File: src/hdl/double_ended_queue_assert.svh
// ----------------------------------------------------------------------------
// double_ended_queue assertion macros
// concurrent checks that are compiled out for synthesis
// ----------------------------------------------------------------------------
`ifndef DOUBLE_ENDED_QUEUE_ASSERT_SVH
`define DOUBLE_ENDED_QUEUE_ASSERT_SVH

`ifndef SYNTHESIS

// checked only outside of reset
`define DEQ_ASSERT(name, clock, reset, prop, msg) \
  name: assert property (@(posedge clock) disable iff (reset) prop) else $error(msg);

// checked at every edge, reset included
`define DEQ_ASSERT_ALWAYS(name, clock, prop, msg) \
  name: assert property (@(posedge clock) prop) else $error(msg);

`else

`define DEQ_ASSERT(name, clock, reset, prop, msg)
`define DEQ_ASSERT_ALWAYS(name, clock, prop, msg)

`endif

`endif

File: src/hdl/deq_pkg.sv
// ----------------------------------------------------------------------------
// deq_pkg
// shared types and widths of the double-ended queue
// ----------------------------------------------------------------------------
`timescale 1ns / 1ps

package deq_pkg;

  localparam int ACT_W  = 3;
  localparam int DATA_W = 32;
  localparam int OCC_W  = 11;

  typedef enum logic [ACT_W-1:0] {
    ACT_PUSH_FRONT = 3'd0,
    ACT_PUSH_BACK  = 3'd1,
    ACT_POP_FRONT  = 3'd2,
    ACT_POP_BACK   = 3'd3,
    ACT_PEEK_FRONT = 3'd4,
    ACT_PEEK_BACK  = 3'd5,
    ACT_SIZE       = 3'd6,
    ACT_CLEAR      = 3'd7
  } action_t;

  // everything about a result except the word read from the store
  typedef struct packed {
    logic              status;
    logic              use_ram;
    logic [DATA_W-1:0] data;
    logic [OCC_W-1:0]  occupancy;
  } result_t;

endpackage

File: src/hdl/deq_ctrl.sv
// ----------------------------------------------------------------------------
// deq_ctrl
// head and count registers, store address and result selection per action
// ----------------------------------------------------------------------------
`timescale 1ns / 1ps
`include "double_ended_queue_assert.svh"

module deq_ctrl #(
  parameter int DEPTH = 1024
) (
  input  logic                          clk,
  input  logic                          rst,
  input  logic                          accept,
  input  deq_pkg::action_t              action,
  input  logic signed [deq_pkg::DATA_W-1:0] value,
  output logic                          ram_we,
  output logic                          ram_re,
  output logic [$clog2(DEPTH)-1:0]      ram_addr,
  output logic [deq_pkg::DATA_W-1:0]    ram_wdata,
  output deq_pkg::result_t              meta
);

  import deq_pkg::*;

  localparam int AW = $clog2(DEPTH);
  localparam int CW = $clog2(DEPTH + 1);
  localparam int SW = CW + 1;

  logic [AW-1:0] head;
  logic [AW-1:0] head_next;
  logic [CW-1:0] count;
  logic [CW-1:0] count_next;

  logic [SW-1:0] tail_sum;
  logic [SW-1:0] tail_wrap;
  logic [SW-1:0] last_sum;
  logic [SW-1:0] last_wrap;
  logic [SW-1:0] head_plus;
  logic [AW-1:0] head_dec;
  logic [AW-1:0] head_inc;
  logic [AW-1:0] tail_pos;
  logic [AW-1:0] last_pos;
  logic [DATA_W-1:0] occ_ext;
  logic          empty;
  logic          full;

  assign empty = (count == '0);
  assign full  = (count == CW'(DEPTH));

  // positions modulo depth; every sum stays below twice the depth (last_sum only when not empty)
  assign tail_sum  = SW'(head) + SW'(count);
  assign tail_wrap = (tail_sum >= SW'(DEPTH)) ? tail_sum - SW'(DEPTH) : tail_sum;
  assign tail_pos  = tail_wrap[AW-1:0];
  assign last_sum  = tail_sum - SW'(1);
  assign last_wrap = (last_sum >= SW'(DEPTH)) ? last_sum - SW'(DEPTH) : last_sum;
  assign last_pos  = last_wrap[AW-1:0];
  assign head_plus = SW'(head) + SW'(1);
  assign head_inc  = (head_plus == SW'(DEPTH)) ? '0 : head_plus[AW-1:0];
  assign head_dec  = (head == '0) ? AW'(DEPTH - 1) : head - AW'(1);

  assign ram_wdata = value;
  assign occ_ext   = DATA_W'(count_next);

  always_comb begin
    head_next      = head;
    count_next     = count;
    ram_we         = 1'b0;
    ram_re         = 1'b0;
    ram_addr       = head;
    meta.status    = 1'b0;
    meta.use_ram   = 1'b0;
    meta.data      = '0;
    unique case (action)
      ACT_PUSH_FRONT: begin
        if (full) begin
          meta.status = 1'b1;
        end else begin
          head_next  = head_dec;
          count_next = count + CW'(1);
          ram_addr   = head_dec;
          ram_we     = accept;
        end
      end
      ACT_PUSH_BACK: begin
        if (full) begin
          meta.status = 1'b1;
        end else begin
          count_next = count + CW'(1);
          ram_addr   = tail_pos;
          ram_we     = accept;
        end
      end
      ACT_POP_FRONT: begin
        if (empty) begin
          meta.status = 1'b1;
        end else begin
          head_next    = head_inc;
          count_next   = count - CW'(1);
          ram_re       = accept;
          meta.use_ram = 1'b1;
        end
      end
      ACT_POP_BACK: begin
        if (empty) begin
          meta.status = 1'b1;
        end else begin
          count_next   = count - CW'(1);
          ram_addr     = last_pos;
          ram_re       = accept;
          meta.use_ram = 1'b1;
        end
      end
      ACT_PEEK_FRONT: begin
        if (empty) begin
          meta.status = 1'b1;
        end else begin
          ram_re       = accept;
          meta.use_ram = 1'b1;
        end
      end
      ACT_PEEK_BACK: begin
        if (empty) begin
          meta.status = 1'b1;
        end else begin
          ram_addr     = last_pos;
          ram_re       = accept;
          meta.use_ram = 1'b1;
        end
      end
      ACT_SIZE: begin
        meta.data = DATA_W'(count);
      end
      ACT_CLEAR: begin
        head_next  = tail_pos;
        count_next = '0;
      end
    endcase
    meta.occupancy = occ_ext[OCC_W-1:0];
  end

  always_ff @(posedge clk) begin
    if (rst) begin
      head  <= '0;
      count <= '0;
    end else if (accept) begin
      head  <= head_next;
      count <= count_next;
    end
  end

  `DEQ_ASSERT(a_count_range, clk, rst, count <= CW'(DEPTH), "element count above depth")
  `DEQ_ASSERT(a_head_range, clk, rst, head < AW'(DEPTH - 1) || head == AW'(DEPTH - 1), "head outside store")
  `DEQ_ASSERT(a_full_push_holds, clk, rst, accept && full && (action == ACT_PUSH_FRONT || action == ACT_PUSH_BACK) |=> $stable(count) && $stable(head), "push on full queue changed state")
  `DEQ_ASSERT(a_one_port_use, clk, rst, !(ram_we && ram_re), "store read and written together")

endmodule

File: config.mk
export PLATFORM = sky130hd
export DESIGN_NAME = deq_ctrl
export DESIGN_NICKNAME = d
export VERILOG_FILES = /design/src/hdl/deq_pkg.sv /design/src/hdl/deq_ctrl.sv
export VERILOG_INCLUDE_DIRS = /design/src /design/src/hdl
export SDC_FILE = /design/constraint.sdc
export NUM_CORES = 1
export LEC_CHECK = 0
export BUFFER_PORTS_ARGS = -buffer_cell sky130_fd_sc_hd__buf_2
export CORE_MARGIN = 4
export CORE_UTILIZATION = 50
export DETAILED_ROUTE_END_ITERATION = 6
export PLACE_DENSITY = 0.88
export SYNTH_ARGS = -nofsm -noshare
export SYNTH_HDL_FRONTEND = slang
export SYNTH_SLANG_ARGS = --single-unit
export TNS_END_PERCENT = 30
File: constraint.sdc
create_clock -name clk -period 8 [get_ports clk]
set_clock_uncertainty 0.1 [all_clocks]
set_input_delay 0 -clock clk [delete_from_list [all_inputs] [get_ports clk]]
set_output_delay 0 -clock clk [all_outputs]
set_load 0.02 [all_outputs]
## Word level (Yosys, flattened, before mapping)

Cells that the tools add are included.

- RAM bits: 0
- Bits in latches: 0
- Word-level logic and storage cells: 54
- Bits in read-only memories: 0
- Input port bits: 38
- Register bits after elaboration: 21
- Output and inout bits: 89
- Memories: 0

- Multiply operators: 0
- Muxes and demuxes: 23
- $lt $le $gt $ge: 2
- Eq/ne operators: 10
- Divide/modulo/power cells: 0
- Add/sub/neg operators: 8
- Shift operators: 0
- Bitwise operators: 0
- Reductions and logical operators: 9

Operators with widths:

| kind | count |
|---|---|
| two-way mux 10 bit | 8 |
| one-hot mux 10 bit (3 select lines) | 2 |
| two-way mux 11 bit | 3 |
| one-hot mux 11 bit (3 select lines) | 1 |
| subtractor 10 x 1 -> 10 bit (second input constant) | 3 |
| greater-or-equal comparator 12 x 11 -> 1 bit (second input constant) | 2 |
| equality test 11 bit (second input constant) | 2 |
| adder 10 x 11 -> 12 bit | 1 |
| equality test 3 bit (second input constant) | 4 |
| subtractor 12 x 1 -> 12 bit (second input constant) | 1 |
| adder 10 x 1 -> 11 bit (second input constant) | 1 |
| adder 11 x 1 -> 11 bit (second input constant) | 1 |
| logical NOT 11 bit | 1 |
| subtractor 11 x 1 -> 11 bit (second input constant) | 1 |
| logical NOT 10 bit | 1 |
| two-way mux 1 bit | 8 |
| equality test 3 x 2 -> 1 bit (second input constant) | 2 |
| OR reduction 2 bit | 3 |
| OR reduction 4 bit | 1 |
| equality test 3 x 1 -> 1 bit (second input constant) | 1 |
| logical NOT 3 bit | 1 |
| AND reduction 3 bit | 1 |
| nonzero test 3 bit | 1 |
| inequality test 2 bit (second input constant) | 1 |
| one-hot mux 1 bit (2 select lines) | 1 |

## Longest topological paths before layout

- Word-level depth: 6
- Mapped depth: 11
- Depth with buffers taken out: 9

## Worst setup path after synthesis

No wires, ideal clock.

- Kind: flip-flop to output port
- Start: register head[0]
- End: output ram_addr[9]
- Path buffers: 0
- Arrival time: 2.831 ns
- Required time: 7.900 ns
- Setup slack: 5.069 ns
- Stages on the path, launching flop included: 10
- Cells stage by stage: dfxtp_1 -> ha_1 -> fa_1 -> a211oi_1 -> nor3_1 -> mux2i_1 -> or4_4 -> nand4b_1 -> xnor2_1 -> o221ai_1

- Word-level cells in the longest chain between the ends: 6
- Elaborated cells between the ends (all ways): 15
- Classes of those cells: add/sub (5); order compare (2); mux (7); reduce/logical (1)

Ends and longest elaborated chain:

| element | line | text |
|---|---|---|
| start: declaration | deq_ctrl.sv:29 | `logic [AW-1:0] head;` |
| start signal: assignment | deq_ctrl.sv:146 | `head <= head_next;` |
| adder 10 x 11 -> 12 bit | deq_ctrl.sv:51 | `assign tail_sum = SW'(head) + SW'(count);` |
| subtractor 12 x 1 -> 12 bit | deq_ctrl.sv:54 | `assign last_sum = tail_sum - SW'(1);` |
| subtractor 10 x 1 -> 10 bit or greater-or-equal comparator 12 x 11 -> 1 bit (tied branches) | deq_ctrl.sv:55 | `assign last_wrap = (last_sum >= SW'(DEPTH)) ? last_sum - SW'(DEPTH) : last_sum;` |
| two-way mux 10 bit | deq_ctrl.sv:55 |  |
| two-way mux 10 bit | deq_ctrl.sv:104, deq_ctrl.sv:122 |  |
| one-hot mux 10 bit (3 select lines) * | deq_ctrl.sv:73 | `unique case (action)` |
| end: declaration | deq_ctrl.sv:18 | `output logic [$clog2(DEPTH)-1:0] ram_addr,` |

Every way passes the cells marked *; elsewhere a longest branch is shown, timed or not.

## Worst setup path in the final report

Same ends and word-level chain as after synthesis.

==> impl_metrics.tcl <==
set metrics [dict create \
    worst_slack_ns 4.36 \
    yosys-top-cells-count "67 x nor2_1, 54 x buf_4, 50 x nand2_1, 35 x clkbuf_1, 32 x a21oi_1" \
    multi_input_area_mm2 0.00282 \
    p_per_area_mw_per_mm2 147 \
    fmax_ghz 0.275 \
    max-slew-margin-rel 0.427 \
    overflow 0 \
    clock-root-buffer "clkbuf_8" \
    num_rows 31 \
    routabilityCongestion 0.971 \
    routed_wl_um 12400 \
    seq_area_um2 420 \
    worstSetupPathType "register to primary output" \
    cts_buffers 3 \
    grt_usage 0.268 \
    num-fill-cells 722 \
    layout_min_cycle_time_ns 3.64 \
    syn_area_per_cell_um2 6.74 \
    critical_path_arrival_ns 3.54 \
    ys_ff_latch 21 \
    hold_path_class "input port to register" \
    cts_buffer_depth 2 \
    rsz0062_at_grt "false" \
    cts_resized 0 \
    cts-hold-fix-buffers 32 \
    synth.most_common_cell "nor2_1" \
    portBuffers 41 \
    synth-main-ff-cell "dfxtp_1" \
    routedWlPerCell_um 18.6 \
    grt_pass1_wl_um 19400 \
    worst-path-max-fanout 13 \
    start_util 0.520 \
    htreeDepth 1 \
    ir_worst_vdd_mv 0.0826 \
    dp_hpwl_um 8770 \
    worstMarginPinSlew_ns 0.856 \
    die_h_um 95.4 \
    finalCritPeriodShare 0.454 \
    dp_slack_ns 4.76 \
    synth_edf_count 0 \
    num_vias 4348 \
    final_nets 621 \
    clk_latency_ns 0.28 \
    cts_setup_buffers 0 \
    dieArea_mm2 0.00909 \
    core_area_mm2 0.00733 \
    finalSetupTns_ns 0 \
    die_w_um 95.4 \
    clkTransAtPathRegs_ns 0.10 \
    setup_viol 0 \
    drive_above_1_share 0.115 \
    final-hold-violation-count 0 \
    crit_path_end_kind "primary output" \
    ant_nets 0 \
    grt_max_degree 30 \
    finalPower_mw 0.589 \
    vias_per_cell 6.54 \
    critPathLaunchType "register" \
    ys_seq_area_frac 0.110 \
    drv_cap 0 \
    tritoncts "built" \
    netlist_instances 566 \
    antenna_cells 0 \
    drt_iter0_markers 443 \
    synth.largest_area_cell "dfxtp_1" \
    p_leak_nw 1.60 \
    cts_sinks 21 \
    synthDistinctLibCells 77 \
    drc 0 \
    yosysWarnings 0 \
    syn_area_mm2 0.00381 \
    status "finished, final reports clean" \
    grt_antenna_before_repair 0 \
    async_reset_ff_frac 0 \
    worst_ep_required_time_ns 7.90 \
    grt_pass1_vias 3938 \
    io_pins 127 \
    area_growth_pct 5.12 \
    drv_slew 0 \
    synth_top_cell_area_share 0.110 \
    synthTopCellsByArea "dfxtp_1 11%, buf_4 11%, nor2_1 6.6%" \
    first_pass_iters 5 \
]
## through the flow
step           cells  hold WS [ns]  cell area [µm²]   util
3_5_place_dp     629       -0.0999             3640  0.497
4_1_cts          665        0.0599             4010  0.547
5_1_grt          665        0.0700             4010  0.547
3_3_place_gp     629       -0.0999             3640  0.497
6_report         665        0.0729             4010  0.547
2_1_floorplan    586        0.0126             3890      -
## where the power goes
part,leakage (nW),total [mW],internal [mW],switching [mW]
sequential,0.172,0.141,0.112,0.0286
combinational,1.40,0.368,0.136,0.233
clock,0.0255,0.0797,0.0350,0.0447
total,1.60,0.589,0.283,0.306
## registers in the layout, summed over array words and instances, names as in the netlist
signal / cells
head: 10
count: 11
## path summary, 6_finish.rpt
| kind | start | end | depth (start not counted) | slack (ns) |
|---|---|---|---|---|
| hold reg to reg | count[9] | count[9] | 2 | 0.52 |
| setup / recovery | head[0] | ram_addr[9] | 10 | 4.36 |
| setup reg to reg | count[2] | head[7] | 8 | 5.07 |
| hold / removal | accept | count[9] | 3 | 0.07 |
## cells by family (layout without fill, tap and decap cells)
logic type      count (synthesis)  in the layout  share of synthesized area
compound gates                161            161                      0.290
xor+xnor                       22             22                     0.0505
fa+ha+maj                      16             16                     0.0544
buf+inv                       115             95                      0.170
flops                          21             21                      0.110
mux                             5              5                     0.0134
other cells                     1             21                   0.000983
simple gates                  225            225                      0.311
## placed cells by master (no fill, tap or decap), types with 10 or more instances in the layout
master	count
and2_1	11
buf_2	41
nand3_1	17
xnor2_1	16
nor3_1	13
a31oi_1	12
ha_1	15
dfxtp_1	21
nor2_1	67
o211ai_1	10
inv_1	17
dlygate4sd3_1	32
o21ai_1	13
nand2_1	50
a21oi_1	32
conb_1	21
o21ai_0	26
## worst max-delay path, cell delays in order, from the launching register on
cell      delay, ns
dfxtp_1        0.45
ha_1           0.30
fa_1           0.41
a211oi_1       0.47
nor3_1         0.15
mux2i_1        0.14
or4_4          0.57
nand4b_1       0.21
xnor2_1        0.16
o221ai_1       0.19
buf_2          0.21
## layer usage
metal  vias up  global-route usage  routed length, µm
li1       1990                   -                  -
met1      2005               0.332               4760
met2       306               0.461               5760
met3        47              0.0458               1390
met4         0              0.0998                463
met5         -                   0                  0
## final cells by class
class                      count  area share
clock inverter                 1     0.00125
multi-input combinational    450       0.704
inverter                      17      0.0159
clock buffer                   3      0.0103
timing repair buffer          74       0.133
sequential                    21       0.105
tap                           99      0.0309
(Power assumes the default switching activity.)
